<file path="src/sv/psu_pkg.sv">
// Shared types and constants for the PNG scanline unfilter.
package psu_pkg;

    localparam int C_LINE_AW = 14;                          // line store address bits
    localparam int C_LINE_DEPTH = 1 << C_LINE_AW;           // bytes held per scanline
    localparam int C_HIST_DEPTH = 8;                        // deepest left neighbor
    localparam int C_HIST_IW = 3;                           // history index bits

    localparam logic [14:0] C_MAX_LINE_BYTES = 15'd16384;
    localparam logic [3:0]  C_MAX_PIXEL_BYTES = 4'd8;

    // Configuration register indexes.
    localparam logic [1:0] CFG_PIXEL_BYTES = 2'd0;
    localparam logic [1:0] CFG_LINE_BYTES  = 2'd1;
    localparam logic [1:0] CFG_IMAGE_ROWS  = 2'd2;

    // Filter type codes; anything else reconstructs as None.
    localparam logic [7:0] FILTER_NONE  = 8'd0;
    localparam logic [7:0] FILTER_SUB   = 8'd1;
    localparam logic [7:0] FILTER_UP    = 8'd2;
    localparam logic [7:0] FILTER_AVG   = 8'd3;
    localparam logic [7:0] FILTER_PAETH = 8'd4;

    typedef logic [7:0] t_byte;
    typedef logic [C_LINE_AW-1:0] t_col;

    // Per data byte information from the position tracker to the compute stage.
    typedef struct packed {
        t_byte filter;
        t_col  col;
        logic  a_ok;      // left neighbor lies inside the row
        logic  b_ok;      // a row above exists
        logic  row_end;
        logic  image_end;
    } t_item;

endpackage

</file>
<file path="src/sv/psu_recon.sv">
// Filter reconstruction of one byte from its left, up and up-left neighbors.
module psu_recon (
    input  psu_pkg::t_byte i_filter,
    input  psu_pkg::t_byte i_x,
    input  psu_pkg::t_byte i_a,
    input  psu_pkg::t_byte i_b,
    input  psu_pkg::t_byte i_c,
    output psu_pkg::t_byte o_r
);

    // Distances to p = a + b - c reduce to |b - c|, |a - c| and |a + b - 2c|.
    function automatic psu_pkg::t_byte paeth(input psu_pkg::t_byte a,
                                             input psu_pkg::t_byte b,
                                             input psu_pkg::t_byte c);
        logic signed [10:0] pa;
        logic signed [10:0] pb;
        logic signed [10:0] pc;
        psu_pkg::t_byte     res;
        pa = $signed({3'd0, b}) - $signed({3'd0, c});
        pb = $signed({3'd0, a}) - $signed({3'd0, c});
        pc = pa + pb;
        if (pa < 0) pa = -pa;
        if (pb < 0) pb = -pb;
        if (pc < 0) pc = -pc;
        if (pa <= pb && pa <= pc) begin
            res = a;
        end else if (pb <= pc) begin
            res = b;
        end else begin
            res = c;
        end
        return res;
    endfunction

    logic [8:0] avg_sum;

    assign avg_sum = {1'b0, i_a} + {1'b0, i_b};

    always_comb begin
        unique case (i_filter)
            psu_pkg::FILTER_SUB:   o_r = i_x + i_a;
            psu_pkg::FILTER_UP:    o_r = i_x + i_b;
            psu_pkg::FILTER_AVG:   o_r = i_x + avg_sum[8:1];
            psu_pkg::FILTER_PAETH: o_r = i_x + paeth(i_a, i_b, i_c);
            default:               o_r = i_x;
        endcase
    end

endmodule

</file>
<file path="config.mk">
export PLATFORM = sky130hd
export DESIGN_NAME = psu_recon
export DESIGN_NICKNAME = d
export VERILOG_FILES = /design/src/sv/psu_pkg.sv /design/src/sv/psu_recon.sv
export SDC_FILE = /design/constraint.sdc
export NUM_CORES = 1
export LEC_CHECK = 0
export BUFFER_PORTS_ARGS = -buffer_cell sky130_fd_sc_hd__buf_2
export CAP_MARGIN = 20
export CORE_ASPECT_RATIO = 1.4
export CORE_UTILIZATION = 56
export DETAILED_ROUTE_END_ITERATION = 10
export GPL_ROUTABILITY_DRIVEN = 0
export PLACE_DENSITY = 0.81
export REMOVE_ABC_BUFFERS = 1
export SLEW_MARGIN = 10
export SYNTH_ARGS = -nofsm -noshare
export SYNTH_HDL_FRONTEND = slang
export SYNTH_SLANG_ARGS = --single-unit
export TNS_END_PERCENT = 50
</file>
<file path="constraint.sdc">
create_clock -name vclk -period 7.43
set_clock_uncertainty 0.2 [all_clocks]
set_input_delay 0.743 -clock vclk [all_inputs]
set_output_delay 0.743 -clock vclk [all_outputs]
set_load 0.005 [all_outputs]
</file>
==> impl_metrics.py, run 1 <==
metrics = {
    "grt": {
        "groute.usage.overall": 0.733,
        "grt_max_degree": 14,
        "grt-ovfl-total": 93,
    },
    "synth": {
        "netlist_area_mm2": 0.00336,
        "synth.area.top_cells": "ha_1 (27%), xnor2_1 (9.1%), a21oi_1 (5.2%)",
        "avgSynthCellArea_um2": 7.74,
        "synth-simple-area-share": 0.168,
        "synth_top_cell_area_share": 0.272,
        "synth_top_family_by_area": "adder cells",
        "synth_warnings": 0,
        "yosysUniqueCellTypes": 64,
        "synth_compound_area_frac": 0.280,
        "synthXorXnorAreaFrac": 0.153,
        "yosys.area.top_type": "ha_1",
        "yosysSeqAreaShare": 0,
        "synthCells": 434,
        "synth_mux_area_frac": 0.0558,
        "synth_fa_ha_area_frac": 0.302,
    },
    "status": {
        "error": "[ERROR GRT-0232] Routing congestion too high. Check the congestion heatmap in the GUI.",
        "status": "did not finish",
        "haltStage": "global routing (5_1_grt)",
    },
    "floorplan": {
        "die-height_um": 93.7,
        "num_rows": 33,
        "start_util": 0.577,
        "io_pins": 48,
        "fp.dieW_um": 67.5,
    },
    "timing": {
        "worstEndpointGrtRepair": "o_r[7]",
        "endpoint_type": "top-level output",
    },
    "cts": {
        "cts_hold_buf": 0,
    },
    "place": {
        "placed_cells": 650,
        "dpl_cell_area_mm2": 0.00440,
        "hpwl_mm": 9.00,
        "portBuffers": 48,
    },
}
## through the flow
stage	TNS, ns	setup WS [ns]
2_1_floorplan	-0.159	-0.128
3_3_place_gp	-2.27	-0.659
4_1_cts	-0.869	-0.314
3_5_place_dp	-4.18	-0.890
## logic make-up after synthesis
family / Yosys count
other: 2
adders and majority gates: 78
muxes: 18
AOI/OAI and AO/OA: 131
buffers and inverters: 35
and+or+nand+nor: 116
xor gates and xnor gates: 54
## metal layers
| layer | GRT overflow | track usage |
|---|---|---|
| met1 | 0 | 0.666 |
| met2 | 45 | 0.962 |
| met3 | 1 | 0.461 |
| met4 | 47 | 0.933 |
| met5 | 0 | 0 |
## Yosys cell counts (all sizes together), types with 3 or more instances
cell and count:
nor3 9, o21bai 11, inv 34, o31ai 4, mux2i 12, mux2 6, nand3b 3, xor2 17
nor2b 6, ha 73, o21ai 22, and2 5, nand4 4, o22ai 4, a21oi 38, nand3 12
nor2 38, or2 4, a21o 16, a211oi 5, o211ai 3, nand2 25, fa 5, o21a 4
xnor2 36, a31oi 3
## repair_timing
item                                   4_1_cts
pin swaps                                   56
endpoints found under the hold margin        0
setup buffers                               16
setup endpoints to repair                    7
resized for setup                           77
==> run 2, diff against run 1 <==
- CORE_ASPECT_RATIO: 1.4 -> not set
- CORE_UTILIZATION: 56 -> 40
- PLACE_DENSITY: 0.81 -> not set
- PLACE_DENSITY_LB_ADDON: not set -> 0.15
- clock period: 7.43 -> 9.7 ns (I/O delays scaled with it)
==> run 2 against run 1 <==
Synthesized area unchanged; synthesized cell count unchanged; the run now ends clean.
==> impl_metrics.py, run 2 <==
metrics = {
    "worst_setup_path": {
        "max_stage_delay_ns": 0.42,
        "critPathLaunchType": "input port",
        "worstPathRequired_ns": 8.53,
        "path_depth": 34,
        "worstPathArrival_ns": 7.87,
        "worst-path-buf-inv": 5,
        "critPathSlowestCell": "mux2i_1",
        "cp_max_fo": 8,
        "critPathTopFamily": "compound AO/OA/AOI/OAI gates",
        "critPathKind": "input port to output port",
        "worst_setup_path_end_kind": "output port",
    },
    "synth": {
        "netlist_area_mm2": 0.00336,
        "synth_warnings": 0,
        "synth_top_cell_area_share": 0.272,
        "synthCells": 434,
        "synth.area.top_cells": "ha_1 (27%), xnor2_1 (9.1%), a21oi_1 (5.2%)",
        "synth_most_common_cell": "ha_1",
        "yosys.area.top_type": "ha_1",
        "synth_commonest_cells": "ha_1 (73), nor2_1 (38), a21oi_1 (35), xnor2_1 (35), inv_1 (34)",
        "avgSynthCellArea_um2": 7.74,
        "yosysSeqAreaShare": 0,
        "yosysUniqueCellTypes": 64,
    },
    "floorplan": {
        "die-height_um": 93.7,
        "io_pins": 48,
        "fp.dieW_um": 93.7,
        "core_area_mm2": 0.00818,
        "start_util": 0.411,
        "fp.dieArea_mm2": 0.00877,
        "num_rows": 33,
    },
    "grt": {
        "grt_pass1_wl_mm": 14.5,
        "grt-ovfl-total": 0,
        "grt_max_degree": 14,
        "grt_pass1_vias": 3123,
        "groute.usage.overall": 0.204,
        "grt_antenna_before_repair": 0,
    },
    "timing": {
        "fin_setup_tns_ns": 0,
        "tightestPinTransition_ns": 0.868,
        "fin_crit_ns": 9.04,
        "setup_viol": 0,
        "timing.final.ws_setup_ns": 0.656,
        "rsz0062_at_grt": "false",
        "hold_slack_ns": 2.00,
        "final_max_slew_viol_count": 0,
        "slew_headroom": 0.421,
        "final_hold_viol_count": 0,
        "fmax_mhz": 111,
        "period_share": 0.932,
    },
    "finish": {
        "utilization": 0.463,
        "nets": 612,
        "final_common_cell": "ha_1",
        "register_area_um2": 0,
        "seq_cells": 0,
        "drive_above_1_share": 0.165,
        "final_cell_mix": "ha_1 (73), buf_2 (48), nor2_1 (38)",
        "area_growth_pct": 12.7,
        "stdcell_count": 597,
        "final_area_mm2": 0.00379,
        "diodes": 0,
        "num-clock-buffers": 0,
    },
    "job": {
        "max_cap_viol_count": 0,
    },
    "min_path": {
        "hp-class": "input port to output port",
        "min_path_cells": 3,
    },
    "status": {
        "status": "completed",
    },
    "detailed_routing": {
        "first_pass_iters": 4,
        "avgRoutedWirePerCell_um": 14.6,
        "ant_nets": 0,
        "via_count": 3275,
        "wl_mm": 8.71,
        "first_iter_violations": 100,
        "drc": 0,
        "viasPerCell": 5.49,
    },
    "place": {
        "hpwl_mm": 7.79,
        "pre_cts_ws_ns": 0.419,
        "portBuffers": 48,
        "dpl_cell_area_mm2": 0.00377,
        "placed_cells": 596,
    },
    "pwr": {
        "peakVddDrop_mv": 0.0522,
        "p_per_area_mw_per_mm2": 160,
        "p_leak_nw": 1.84,
        "finalPower_mw": 0.606,
    },
}
[run 2: cell counts after synthesis]
No cell type changed its count.
[run 2: worst min-delay path, delay by kind of cell]
family | cells | cell delay [ns]
xor gates and xnor gates | 1 | 0.05
buffers and inverters | 2 | 0.20
[run 2: timing repair]
item                       in CTS  in global routing
setup endpoints to repair       0                  2
gates resized for setup         0                  2
hold buffers                    0                  0
buffers inserted                0                  1
[run 2: cell families (layout without fill, tap and decap cells)]
kind of cell,Yosys count,after routing,synth area share
AO/OA/AOI/OAI,131,131,0.280
XOR/XNOR,54,54,0.153
buffers and inverters,35,85,0.0391
AND/OR/NAND/NOR,116,116,0.168
multiplexers,18,18,0.0558
adder cells (fa/ha/maj),78,78,0.302
other,2,10,0.00223
[run 2: worst paths after layout]
kind              startpoint  endpoint
setup / recovery      i_a[0]    o_r[6]
hold / removal        i_x[7]    o_r[7]
[run 2: where the power goes]
| group | switching (mW) | internal [mW] |
|---|---|---|
| Clock | 0 | 0 |
| Combinational | 0.350 | 0.256 |
| Sequential | 0 | 0 |
| Total | 0.350 | 0.256 |
[run 2: cell type report]
type	instances	area (µm²)
well taps	105	131
multi-input cells	407	3270
fillers	857	4390
repair buffers	51	263
inverters	34	128
[run 2: layer usage]
layer | wire length [µm] | up-vias | GRT usage
li1 | - | 1708 | -
met1 | 3950 | 1506 | 0.255
met2 | 4520 | 55 | 0.401
met3 | 145 | 6 | 0.000809
met4 | 93 | 0 | 0.0218
met5 | 0 | - | 0
No activity file was read; power rests on OpenSTA's default activity.
==> run 3, diff against run 2 <==
- CAP_MARGIN: 20 -> not set
- clock period: 9.7 -> 8 ns (I/O delays scaled with it)
==> run 3 against run 2 <==
Worst hold slack worse by 0.35 ns; non-clock buffer count up 78; power rose by 86%.
==> impl_metrics.py, run 3 (synthesis results as in run 2) <==
metrics = {
    "status": {
        "status": "completed",
    },
    "min_path": {
        "min_path_cells": 3,
        "min-delay-start": "i_x[7]",
        "hp-class": "input port to output port",
    },
    "grt": {
        "grt-ovfl-total": 0,
        "grt_pass1_wl_mm": 15.6,
        "grt_max_degree": 14,
        "grt_pass1_vias": 3663,
        "groute.usage.overall": 0.219,
        "grt_antenna_before_repair": 0,
    },
    "worst_setup_path": {
        "max_stage_delay_ns": 0.39,
        "worst_setup_path_end_kind": "output port",
        "critPathKind": "input port to output port",
        "startpoint": "i_a[0]",
        "timing.critical_path.mode_cell": "a21oi_2",
        "worst-path-buf-inv": 4,
        "worstPathArrival_ns": 6.92,
        "cp_max_fo": 8,
        "critPathSlowestCell": "fa_2",
        "critPathTopFamily": "compound AO/OA/AOI/OAI gates",
        "worstPathRequired_ns": 7.00,
        "path_depth": 32,
        "critPathLaunchType": "input port",
    },
    "floorplan": {
        "io_pins": 48,
        "die-height_um": 93.7,
        "start_util": 0.411,
        "core_area_mm2": 0.00818,
        "fp.dieArea_mm2": 0.00877,
        "num_rows": 33,
        "fp.dieW_um": 93.7,
    },
    "pwr": {
        "pwr-share-seq": 0,
        "p_leak_nw": 2.29,
        "p_per_area_mw_per_mm2": 233,
        "switching_share": 0.493,
        "peakVddDrop_mv": 0.101,
        "switching_power_mw": 0.555,
        "p_int_mw": 0.570,
        "finalPower_mw": 1.12,
        "p_comb_frac": 1.000,
        "p_clk_frac": 0,
    },
    "job": {
        "max_cap_viol_count": 0,
    },
    "timing": {
        "fmax_mhz": 126,
        "fin_setup_tns_ns": 0,
        "final_max_slew_viol_count": 0,
        "slew_headroom": 0.376,
        "setup_viol": 0,
        "period_share": 0.990,
        "tightestPinTransition_ns": 0.936,
        "final_hold_viol_count": 0,
        "rsz0062_at_grt": "true",
        "fin_crit_ns": 7.92,
    },
    "finish": {
        "diodes": 0,
        "final_common_cell": "buf_4",
        "drive_above_1_share": 0.386,
        "area_growth_pct": 43.4,
        "seq_cells": 0,
        "num-clock-buffers": 0,
        "final_cell_mix": "buf_4 (78), ha_1 (64), buf_2 (45)",
        "nets": 690,
        "register_area_um2": 0,
    },
    "detailed_routing": {
        "drc": 0,
        "first_iter_violations": 87,
        "wl_mm": 9.80,
        "first_pass_iters": 4,
        "avgRoutedWirePerCell_um": 14.5,
        "via_count": 3683,
        "viasPerCell": 5.46,
        "ant_nets": 0,
    },
    "cts": {
        "cts_hold_buf": 0,
    },
    "place": {
        "hpwl_mm": 8.27,
        "portBuffers": 48,
    },
}
-- run 3: layout make-up --
| type | instances | area, µm² |
|---|---|---|
| Multi-Input combinational cell | 407 | 3680 |
| Fill cell | 781 | 3350 |
| Timing Repair Buffer | 129 | 882 |
| Tap cell | 105 | 131 |
| Inverter | 34 | 130 |
-- run 3: per-stage QoR --
step | util | instances | setup WS (ns) | hold slack (ns) | area [µm²]
2_1_floorplan | - | 441 | 0.328 | 1.46 | 3390
3_3_place_gp | 0.519 | 659 | -0.366 | 1.65 | 4250
3_5_place_dp | 0.519 | 659 | -0.542 | 1.65 | 4250
4_1_cts | 0.536 | 663 | -0.0152 | 1.65 | 4380
5_1_grt | 0.590 | 675 | -0.151 | 1.66 | 4820
6_report | 0.590 | 675 | 0.0760 | 1.65 | 4820
-- run 3: routing by layer --
metal	global-route usage	vias up	share of wire
li1	-	1859	-
met1	0.247	1711	0.42
met2	0.449	88	0.53
met3	0.00405	25	0.024
met4	0.0500	0	0.031
met5	0	-	0
-- run 3: final timing paths --
check	endpoint
worst max-delay path	o_r[6]
worst min-delay path	o_r[7]
-- run 3: power by group through the flow --
stage / sequential, mW / combinational, mW / clock, mW
after global routing: 0 / 1.23 / 0
after global placement: 0 / 0.882 / 0
after detailed placement: 0 / 0.900 / 0
after floorplan: 0 / 0.562 / 0
after CTS: 0 / 0.946 / 0
final: 0 / 1.12 / 0
-- run 3: repair_timing --
item | CTS | global route
gates resized for setup | 25 | 68
endpoints found under the setup margin | 4 | 5
pin swaps | 7 | 54
buffers inserted | 4 | 12
-- run 3: tightest hold or removal path: stages --
cell and delay, ns:
buf_2 0.08, xor2_1 0.05, buf_2 0.12
