<file path="src/sv/psu_pkg.sv">
// Shared types and constants for the PNG scanline unfilter.
package psu_pkg;

    localparam int C_LINE_AW = 14;                          // line store address bits
    localparam int C_LINE_DEPTH = 1 << C_LINE_AW;           // bytes held per scanline
    localparam int C_HIST_DEPTH = 8;                        // deepest left neighbor
    localparam int C_HIST_IW = 3;                           // history index bits

    localparam logic [14:0] C_MAX_LINE_BYTES = 15'd16384;
    localparam logic [3:0]  C_MAX_PIXEL_BYTES = 4'd8;

    // Configuration register indexes.
    localparam logic [1:0] CFG_PIXEL_BYTES = 2'd0;
    localparam logic [1:0] CFG_LINE_BYTES  = 2'd1;
    localparam logic [1:0] CFG_IMAGE_ROWS  = 2'd2;

    // Filter type codes; anything else reconstructs as None.
    localparam logic [7:0] FILTER_NONE  = 8'd0;
    localparam logic [7:0] FILTER_SUB   = 8'd1;
    localparam logic [7:0] FILTER_UP    = 8'd2;
    localparam logic [7:0] FILTER_AVG   = 8'd3;
    localparam logic [7:0] FILTER_PAETH = 8'd4;

    typedef logic [7:0] t_byte;
    typedef logic [C_LINE_AW-1:0] t_col;

    // Per data byte information from the position tracker to the compute stage.
    typedef struct packed {
        t_byte filter;
        t_col  col;
        logic  a_ok;      // left neighbor lies inside the row
        logic  b_ok;      // a row above exists
        logic  row_end;
        logic  image_end;
    } t_item;

endpackage

</file>
<file path="src/sv/psu_position.sv">
// Row and column tracker: splits the stream into filter bytes and data bytes.
module psu_position (
    input  logic              i_clk,
    input  logic              i_rst_n,
    input  logic              i_accept,
    input  psu_pkg::t_byte    i_byte,
    input  logic              i_start,
    input  logic [3:0]        i_pixel_bytes,
    input  logic [14:0]       i_line_bytes,
    input  logic [15:0]       i_image_rows,
    output logic              o_is_data,
    output psu_pkg::t_item    o_item
);

    psu_pkg::t_col  r_column, n_column;
    logic [15:0]    r_row, n_row;
    psu_pkg::t_byte r_filter, n_filter;
    logic           r_await, n_await;

    logic        row_end;
    logic        image_end;
    logic [16:0] row_plus;

    assign o_is_data = !(i_start || r_await);

    assign row_end   = ({1'b0, r_column} + 15'd1) >= i_line_bytes;
    assign row_plus  = {1'b0, r_row} + 17'd1;
    assign image_end = row_end && (row_plus >= {1'b0, i_image_rows});

    always_comb begin
        o_item.filter    = r_filter;
        o_item.col       = r_column;
        o_item.a_ok      = {10'd0, i_pixel_bytes} <= r_column;
        o_item.b_ok      = r_row != 16'd0;
        o_item.row_end   = row_end;
        o_item.image_end = image_end;
    end

    always_comb begin
        n_column = r_column;
        n_row    = r_row;
        n_filter = r_filter;
        n_await  = r_await;
        if (i_accept) begin
            if (!o_is_data) begin
                // Filter type byte; a start mark also abandons the current position.
                n_filter = i_byte;
                n_await  = 1'b0;
                n_column = '0;
                if (i_start) begin
                    n_row = '0;
                end
            end else if (row_end) begin
                n_column = '0;
                n_await  = 1'b1;
                n_row    = image_end ? 16'd0 : row_plus[15:0];
            end else begin
                n_column = r_column + psu_pkg::t_col'(1);
            end
        end
    end

    always_ff @(posedge i_clk) begin
        if (!i_rst_n) begin
            r_column <= '0;
            r_row    <= '0;
            r_filter <= psu_pkg::FILTER_NONE;
            r_await  <= 1'b1;
        end else begin
            r_column <= n_column;
            r_row    <= n_row;
            r_filter <= n_filter;
            r_await  <= n_await;
        end
    end

endmodule

</file>
<file path="config.mk">
export PLATFORM = sky130hd
export DESIGN_NAME = psu_position
export DESIGN_NICKNAME = d
export VERILOG_FILES = /design/src/sv/psu_pkg.sv /design/src/sv/psu_position.sv
export SDC_FILE = /design/constraint.sdc
export NUM_CORES = 1
export LEC_CHECK = 0
export ABC_AREA = 1
export BUFFER_PORTS_ARGS = -buffer_cell sky130_fd_sc_hd__buf_4
export CAP_MARGIN = 30
export CORE_ASPECT_RATIO = 1.2
export CORE_MARGIN = 2
export CORE_UTILIZATION = 38
export DETAILED_ROUTE_END_ITERATION = 16
export GPL_TIMING_DRIVEN = 0
export SYNTH_ARGS = -nofsm -noshare
export SYNTH_HDL_FRONTEND = slang
export SYNTH_SLANG_ARGS = --single-unit
export TNS_END_PERCENT = 30
</file>
<file path="constraint.sdc">
create_clock -name i_clk -period 4 [get_ports i_clk]
set_clock_uncertainty 0.2 [all_clocks]
set_input_delay 0.6 -clock i_clk [delete_from_list [all_inputs] [get_ports i_clk]]
set_output_delay 0.6 -clock i_clk [all_outputs]
set_load 0.01 [all_outputs]
</file>
# --- Word level (Yosys, flattened, before mapping) ---
# Cells that the tools add are included.
totals:
  reg_bits: 39
  in_bits: 47
  word_cells: 27
op_classes:
  add_sub_neg: 3
  magnitude_cmp: 3
  eq_ne: 1
  mux: 8
  n_reduce_logical: 8
op_table:
  columns: ["operator", "count"]
  rows:
  - ["16-bit two-way mux", 4]
  - ["14-bit two-way mux", 2]
  - ["16-bit by 1-bit adder with 17-bit output, second input constant", 1]
  - ["17-bit by 16-bit >= comparator with 1-bit output", 1]
  - ["16-bit nonzero test", 1]
  - ["14-bit by 1-bit adder with 15-bit output, second input constant", 1]
  - ["15-bit >= comparator", 1]
  - ["14-bit by 1-bit adder with 14-bit output, second input constant", 1]
  - ["4-bit by 14-bit less-or-equal comparator with 1-bit output", 1]
  - ["2-bit AND reduction", 2]
  - ["3-bit AND reduction", 1]
  - ["1-bit two-way mux", 2]
  - ["2-bit != test, second input constant", 1]
  - ["2-bit nonzero test", 1]
  - ["1-bit logical AND", 1]
  - ["1-bit logical NOT", 1]
  - ["1-bit logical OR", 1]

# --- Longest topological paths before layout ---
# Gate-level depths: netlist of the first run.
logic_depth:
  word_depth: 6
  depth_mapped: 20
  ltp_nobuf: 19

# --- Least setup slack after synthesis of the first run ---
# Ideal clock, no wire load.
synth_path:
  kind: "flip-flop to output port"
  from: "reg r_row[0]"
  to: "out o_item[0] (netlist name)"
  arrival_time_ns: 2.416
  slack_ns: 0.784
  path_stages_with_launch: 18
  path_cell_list: "dfxtp_1 ha_1 nand2_2 nor2_2 nand2_1 nor3_1 xor2_1 inv_1 ha_1 a21oi_1 or2_2 nand3_1 nor2_1 nand2_2 nand2_4 buf_8 inv_1 buf_4"
synth_between:
  elab_chain_cells: 3
synth_rtl:
  columns: ["element", "line_no", "rtl"]
  rows:
  - ["start, declared", "psu_position.sv:16", "logic [15:0] r_row, n_row;"]
  - ["start signal, assigned", "psu_position.sv:71", "r_row <= n_row;"]
  - ["16-bit by 1-bit adder with 17-bit output", "psu_position.sv:27", "assign row_plus = {1'b0, r_row} + 17'd1;"]
  - ["17-bit by 16-bit >= comparator with 1-bit output", "psu_position.sv:28", "assign image_end = row_end && (row_plus >= {1'b0, i_image_rows});"]
  - ["1-bit logical AND", "psu_position.sv:28", null]
  - ["end, declared", "psu_position.sv:12", "output psu_pkg::t_item o_item"]
# No other way between the ends.

# --- Worst setup path in the final report of the first run ---
layout_path:
  from: "reg r_column[4]"
  to: "out o_item[0] (netlist name)"
layout_between:
  elab_chain_cells: 3
layout_rtl:
  columns: ["element", "line_no", "rtl"]
  rows:
  - ["start, declared", "psu_position.sv:15", "psu_pkg::t_col r_column, n_column;"]
  - ["start signal, assigned", "psu_position.sv:70", "r_column <= n_column;"]
  - ["14-bit by 1-bit adder with 15-bit output", "psu_position.sv:26", "assign row_end = ({1'b0, r_column} + 15'd1) >= i_line_bytes;"]
  - ["15-bit >= comparator", "psu_position.sv:26", null]
  - ["via row_end", "psu_position.sv:20", "logic row_end;"]
  - ["1-bit logical AND", "psu_position.sv:28", null]
# The timed path passes the listed nets, and every way through them passes these cells.

==> results.sh, run 1 <==
export IMPL_diodes=0
export IMPL_fin_cells=762
export IMPL_start_util=0.3900
export IMPL_setup_viol=0
export IMPL_syn_to_final_growth_pct=28.30
export IMPL_grt_pass1_wl_um=15770
export IMPL_antenna_found_initial=0
export IMPL_htreeDepth=2
export IMPL_crit_path_start="r_column[4]"
export IMPL_status="complete, no violations"
export IMPL_place_ws_ns=0.2669
export IMPL_first_pass_iters=5
export IMPL_synth_seq_cells=39
export IMPL_fp_dieArea_um2=10060
export IMPL_wl_per_cell_um=12.41
export IMPL_syn_area_per_cell_um2=6.383
export IMPL_comb_power_share=0.216
export IMPL_synthTopCellsByArea="dfxtp_1, nand2_1, ha_1"
export IMPL_drive_above_1_share=0.2368
export IMPL_placed_cells=743
export IMPL_final_period_utilization=0.9394
export IMPL_synth_warnings=0
export IMPL_grt_use_total=0.1923
export IMPL_finalHoldViolations=0
export IMPL_port_buffers=71
export IMPL_ir_drop_mv=0.1279
export IMPL_reg2reg_depth=15
export IMPL_synthCells=552
export IMPL_clk_pin_slew_worst_paths_ns=0.09
export IMPL_wl_um=9455
export IMPL_cp_depth=15
export IMPL_timing_final_crit_period_ns=3.758
export IMPL_drv_cap=0
export IMPL_overflow=0
export IMPL_synth_ff_type="dfxtp_1"
export IMPL_yosysSeqAreaShare=0.2216
export IMPL_clock_root_buffer="clkbuf_8"
export IMPL_die_y_um=109.5
export IMPL_hpwl_um=7390
export IMPL_synth_nets=637
export IMPL_cts_tree="done"
export IMPL_io_pin_count=74
export IMPL_async_flop_share=0
export IMPL_power_share_sequential=0.398
export IMPL_cp_required_ns=3.20
export IMPL_p_total_mw=1.057
export IMPL_cp_cell_sequence="nand2_1 -> nor3_4 -> nand3_2 -> o21ai_0 -> ha_1 -> nand2_1 -> inv_1 -> nand2_1 -> nand2_1 -> a21oi_2 -> nand3_4 -> nand2_4 -> inv_1 -> buf_4 -> buf_4"
export IMPL_holdBufCountCts=0
export IMPL_synth_cell_types=36
export IMPL_clk_path_buf_depth=2
export IMPL_p_sw_uw=299.8
export IMPL_fin_ws_ns=0.2423
export IMPL_hp_start="r_await"
export IMPL_netlist_area_um2=3523
export IMPL_max_slew_worst_pin_slew_ns=0.5482
export IMPL_maxSlewViolCount=0
export IMPL_cts_sinks=39
export IMPL_critPathSlowestCell="dfxtp_1"
export IMPL_synth_common_cells="nand2_1, inv_1, nor2_1"
export IMPL_viasPerCell=4.755
export IMPL_cp_num_buf_inv=4
export IMPL_max_freq_mhz=266.1
export IMPL_critical_path_max_stage_delay_ns=0.48
export IMPL_grt_max_degree=14
export IMPL_r2r_start="r_column[4]"
export IMPL_synth_top_area_frac=0.2216
export IMPL_clkLatencyLatePin_ns=0.30
export IMPL_synth_edf_count=0
export IMPL_clkPwrFrac=0.386
export IMPL_placed_area_um2=4207
export IMPL_start_kind="flip-flop"
export IMPL_hold_path_class="reg -> reg"
export IMPL_slew_headroom=0.6345
export IMPL_synthMostInstantiatedCell="nand2_1"
export IMPL_cp_top_family="simple AND/OR/NAND/NOR gates"
export IMPL_core_um2=9034
export IMPL_cts_made_buffers=5
export IMPL_grt_pass1_vias=3511
export IMPL_power_per_cell_area_nw_per_um2=233.7
export IMPL_leakage_nw=2.444
export IMPL_nNetsFinal=726
export IMPL_ant_nets=0
export IMPL_finalSetupTns_ns=0
export IMPL_crit_path_max_fanout=13
export IMPL_route_detailed_drc=0
export IMPL_arrival_ns=2.96
export IMPL_die_x_um=91.90
export IMPL_drtIter0Drc=119
export IMPL_globalplace_congestion=0.9217
export IMPL_stdcell_area_um2=4521
export IMPL_vias=3623
export IMPL_internal_power_uw=756.9
export IMPL_yosysTopAreaCell="dfxtp_1"
export IMPL_endpoint_kind="primary output"
export IMPL_hold_depth=2
export IMPL_critPathMostFrequentCell="nand2_1"
export IMPL_power_share_switching=0.2837
export IMPL_rows=38
export IMPL_crit_type="reg -> out"
[cell type report]
type | count | area [um2]
Buffer | 14 | 85.08
Clock buffer | 5 | 68.82
Clock inverter | 3 | 67.56
Fill cell | 960 | 4513
Inverter | 107 | 401.6
Multi-Input combinational cell | 391 | 2331
Sequential cell | 39 | 793.3
Tap cell | 120 | 150.1
Timing Repair Buffer | 83 | 623.1
[power by group through the flow]
| stage | Clock, mW | Sequential (mW) | Combinational [mW] |
|---|---|---|---|
| 2_1_floorplan | 0 | 0.429 | 0.132 |
| 3_3_place_gp | 0 | 0.429 | 0.214 |
| 3_5_place_dp | 0 | 0.430 | 0.219 |
| 4_1_cts | 0.414 | 0.421 | 0.223 |
| 5_1_grt | 0.433 | 0.423 | 0.258 |
| 6_report | 0.408 | 0.421 | 0.228 |
[logic make-up (layout without fill, tap and decap cells)]
kind of cell	count (synthesis)	in the layout	share of synthesized area
AO/OA/AOI/OAI	60	60	0.09801
XOR/XNOR	17	17	0.04439
adder cells (fa/ha/maj)	38	38	0.1349
buffers and inverters	122	212	0.1424
flip-flops	39	39	0.2216
AND/OR/NAND/NOR	276	276	0.3587
[path summary, 6_finish.rpt]
kind / end / slack, ns
min reg2reg: r_await / 0.29
max: o_item[0] / 0.24
max reg2reg: r_row[6] / 0.98
min: r_await / 0.29
[sequential cells by signal, indices dropped and copies added (netlist names)]
name	cells
r_await	1
r_column	14
r_filter	8
r_row	16
[worst min-delay path: cells and delay by family, from the launching register on]
family,cells,cell delay (ns)
DFF,1,0.34
AOI/OAI and AO/OA,1,0.07
and+or+nand+nor,1,0.06
[placed cells by master, fill, tap and decap left out, types with 5 or more instances in the layout]
cell type and count:
buf_4 85, clkbuf_1 6, nand2_2 5, nor2_2 5, xor2_1 12, a21oi_2 11
nand3_1 41, nor2_1 51, ha_1 37, nand4_1 10, o21ai_0 14, dfxtp_1 35
inv_1 102, nand2_1 133, a21oi_1 33, clkbuf_8 5
[per-layer routing]
layer | wire length (um) | GRT usage
met1 | 4120 | 0.2226
met2 | 4745 | 0.3629
met3 | 456 | 0.03633
met4 | 133 | 0.05117
met5 | 0 | 0
[metrics by stage]
stage / hold WS (ns) / utilization
after global routing: 0.3096 / 0.5004
after floorplan: 0.2413 / -
after detailed placement: 0.2685 / 0.4657
after CTS: 0.2895 / 0.4850
after global placement: 0.2565 / 0.4657
final: 0.2850 / 0.5004
[what timing repair did]
action	CTS	global route
resized for setup	4	22
endpoints found under the hold margin	0	0
setup buffers	3	9
pin swaps	1	12
endpoints found under the setup margin	1	1
Note: power is estimated with default switching activity, not from simulation.
==> run 2, diff against run 1 <==
--- a/config.mk
+++ b/config.mk
@@ -6,12 +6,12 @@
 export NUM_CORES = 1
 export LEC_CHECK = 0
 export ABC_AREA = 1
-export BUFFER_PORTS_ARGS = -buffer_cell sky130_fd_sc_hd__buf_4
 export CAP_MARGIN = 30
 export CORE_ASPECT_RATIO = 1.2
 export CORE_MARGIN = 2
 export CORE_UTILIZATION = 38
 export DETAILED_ROUTE_END_ITERATION = 16
+export DONT_BUFFER_PORTS = 1
 export GPL_TIMING_DRIVEN = 0
 export SYNTH_ARGS = -nofsm -noshare
 export SYNTH_HDL_FRONTEND = slang
==> run 2 against run 1 <==
Combinational power fell by 25%. Sequential power rose by 1%. First-iteration DRC count fell by 4.2%. Global-route usage fell by 1.3 points. Critical path depth rose by 2. Worst setup slack improved by 0.0035 ns. Final cell count fell by 9.8%. Cell area fell by 14%. Largest power group unchanged. Highest routed layer unchanged.
==> results.sh, run 2 (same netlist as run 1, synthesis figures left out) <==
export IMPL_hold_path_class="in -> reg"
export IMPL_max_freq_mhz=266.4
export IMPL_syn_to_final_growth_pct=10.12
export IMPL_drive_above_1_share=0.1235
export IMPL_fp_dieArea_um2=10060
export IMPL_holdBufCountCts=0
export IMPL_largest_registers="r_row: 16 flops, r_column: 14 flops, r_filter: 8 flops"
export IMPL_endpoint="o_item[0]"
export IMPL_top_register="r_row"
export IMPL_cts_made_buffers=5
export IMPL_crit_path_start="r_row[0]"
export IMPL_crit_path_max_fanout=10
export IMPL_wl_um=8786
export IMPL_layout_commonest_cell="nand2_1"
export IMPL_r2r_slack_ns=0.86
export IMPL_io_pin_count=74
export IMPL_cts_tree="done"
export IMPL_grt_max_degree=12
export IMPL_viasPerCell=4.878
export IMPL_endpoint_kind="primary output"
export IMPL_port_buffers=0
export IMPL_cp_num_buf_inv=4
export IMPL_die_y_um=109.5
export IMPL_rows=38
export IMPL_vias=3351
export IMPL_globalplace_congestion=0.8898
export IMPL_reg2reg_depth=17
export IMPL_clk_path_buf_depth=2
export IMPL_diodes=0
export IMPL_grt_use_total=0.1792
export IMPL_htreeDepth=2
export IMPL_clkLatencyLatePin_ns=0.29
export IMPL_first_pass_iters=4
export IMPL_wl_per_cell_um=12.79
export IMPL_finalHoldViolations=0
export IMPL_die_x_um=91.90
export IMPL_drtIter0Drc=114
export IMPL_nNetsFinal=651
export IMPL_placed_area_um2=3674
export IMPL_ant_nets=0
export IMPL_overflow=0
export IMPL_grt_pass1_vias=3209
export IMPL_timing_final_crit_period_ns=3.754
export IMPL_placed_cells=672
export IMPL_final_cell_mix="nand2_1, inv_1, nor2_1, nand3_1, ha_1"
export IMPL_start_util=0.3900
export IMPL_grt_pass1_wl_um=14590
export IMPL_max_slew_worst_pin_slew_ns=0.5385
export IMPL_finalSetupTns_ns=0
export IMPL_rsz0062_at_grt="false"
export IMPL_setup_viol=0
export IMPL_maxSlewViolCount=0
export IMPL_slew_headroom=0.6410
export IMPL_status="complete, no violations"
export IMPL_core_um2=9034
export IMPL_hpwl_um=6882
export IMPL_critical_path_max_stage_delay_ns=0.38
export IMPL_final_period_utilization=0.9386
export IMPL_leakage_nw=2.037
export IMPL_cts_sinks=39
export IMPL_cp_depth=17
export IMPL_r2r_start="r_column[1]"
export IMPL_fin_cells=687
export IMPL_antenna_found_initial=0
export IMPL_drv_cap=0
export IMPL_start_kind="flip-flop"
export IMPL_stdcell_area_um2=3880
export IMPL_crit_type="reg -> out"
export IMPL_largest_register_ffs=16
export IMPL_critPathSlowestCell="dfxtp_4"
export IMPL_cp_required_ns=3.20
export IMPL_route_detailed_drc=0
export IMPL_ir_drop_mv=0.1309
export IMPL_power_per_cell_area_nw_per_um2=222.3
export IMPL_clk_pin_slew_worst_paths_ns=0.08
export IMPL_r2r_end="r_row[7]"
export IMPL_cp_top_family="simple AND/OR/NAND/NOR gates"
export IMPL_final_util=0.4295
export IMPL_cp_cell_sequence="ha_2 -> nand2_2 -> nor2_4 -> nand2_1 -> nor3_1 -> xor2_1 -> inv_1 -> ha_1 -> a21oi_1 -> or2_2 -> nand3_1 -> nor2_1 -> nand2_2 -> nand2_8 -> buf_8 -> inv_1 -> buf_4"
export IMPL_clock_root_buffer="clkbuf_8"
export IMPL_arrival_ns=2.95
-- run 2: cell count changes in the layout (fill, tap and decap cells not counted), moves of 3 or more --
| cell | delta |
|---|---|
| buf_4 | -76 |
| dfxtp_2 | +3 |
| nor2_1 | +3 |
| nor2_2 | -3 |
| nor3_2 | -3 |
-- run 2: what timing repair did --
item,4_1_cts,5_1_grt
buffers inserted,0,7
resized for setup,1,20
pin swaps,0,5
setup endpoints to repair,1,1
gates cloned,0,0
-- run 2: how the worst min path moves through the flow --
stage	startpoint	endpoint	slack [ns]	cells past startpoint
floorplan	r_await	r_await	0.24	2
global placement	r_await	r_await	0.26	2
detailed placement	r_await	r_await	0.28	2
CTS	i_byte[4]	r_filter[4]	0.23	2
global route	i_byte[6]	r_filter[6]	0.23	2
finish	i_byte[2]	r_filter[2]	0.24	2
-- run 2: routing by layer --
metal | part of all wire | routed length [um] | track usage
met1 | 0.43 | 3783 | 0.2097
met2 | 0.49 | 4318 | 0.3304
met3 | 0.066 | 576 | 0.03907
met4 | 0.012 | 108 | 0.05011
met5 | 0 | 0 | 0
-- run 2: area by class of cell --
cell class,count,area [um2]
multi-input combinational,391,2301
sequential,39,793.3
inverter,107,401.6
buffer,15,100.1
clock buffer,7,76.32
fill,976,5154
clock inverter,1,5.005
tap,120,150.1
timing repair buffer,7,52.55
-- run 2: worst register-to-register path, stage by stage, from the launching register on --
cell and delay [ns]:
dfxtp_2 0.41, ha_1 0.20, nand2_1 0.09, nor2_4 0.21, nand4_1 0.15, nor3b_1 0.25
ha_1 0.29, nand2_2 0.11, inv_2 0.04, nand2_1 0.05, nand2_1 0.05, a21oi_2 0.15
nand3_4 0.15, buf_4 0.18, nand2_4 0.12, nand2_4 0.10, buf_6 0.18, a21oi_2 0.14
-- run 2: report_power, final --
| part | total, mW | internal (mW) | switching, mW |
|---|---|---|---|
| Sequential | 0.425 | 0.405 | 0.0199 |
| Clock | 0.268 | 0.123 | 0.145 |
| Combinational | 0.170 | 0.0613 | 0.109 |
-- run 2: stage by stage --
| step | setup WS [ns] | power, mW | hold slack, ns |
|---|---|---|---|
| 2_1_floorplan | 0.7840 | 0.5612 | 0.2413 |
| 3_3_place_gp | 0.3037 | 0.5975 | 0.2568 |
| 3_5_place_dp | 0.3120 | 0.6013 | 0.2760 |
| 4_1_cts | 0.01348 | 0.8746 | 0.2287 |
| 5_1_grt | 0.009778 | 0.9248 | 0.2293 |
| 6_report | 0.2458 | 0.8623 | 0.2394 |
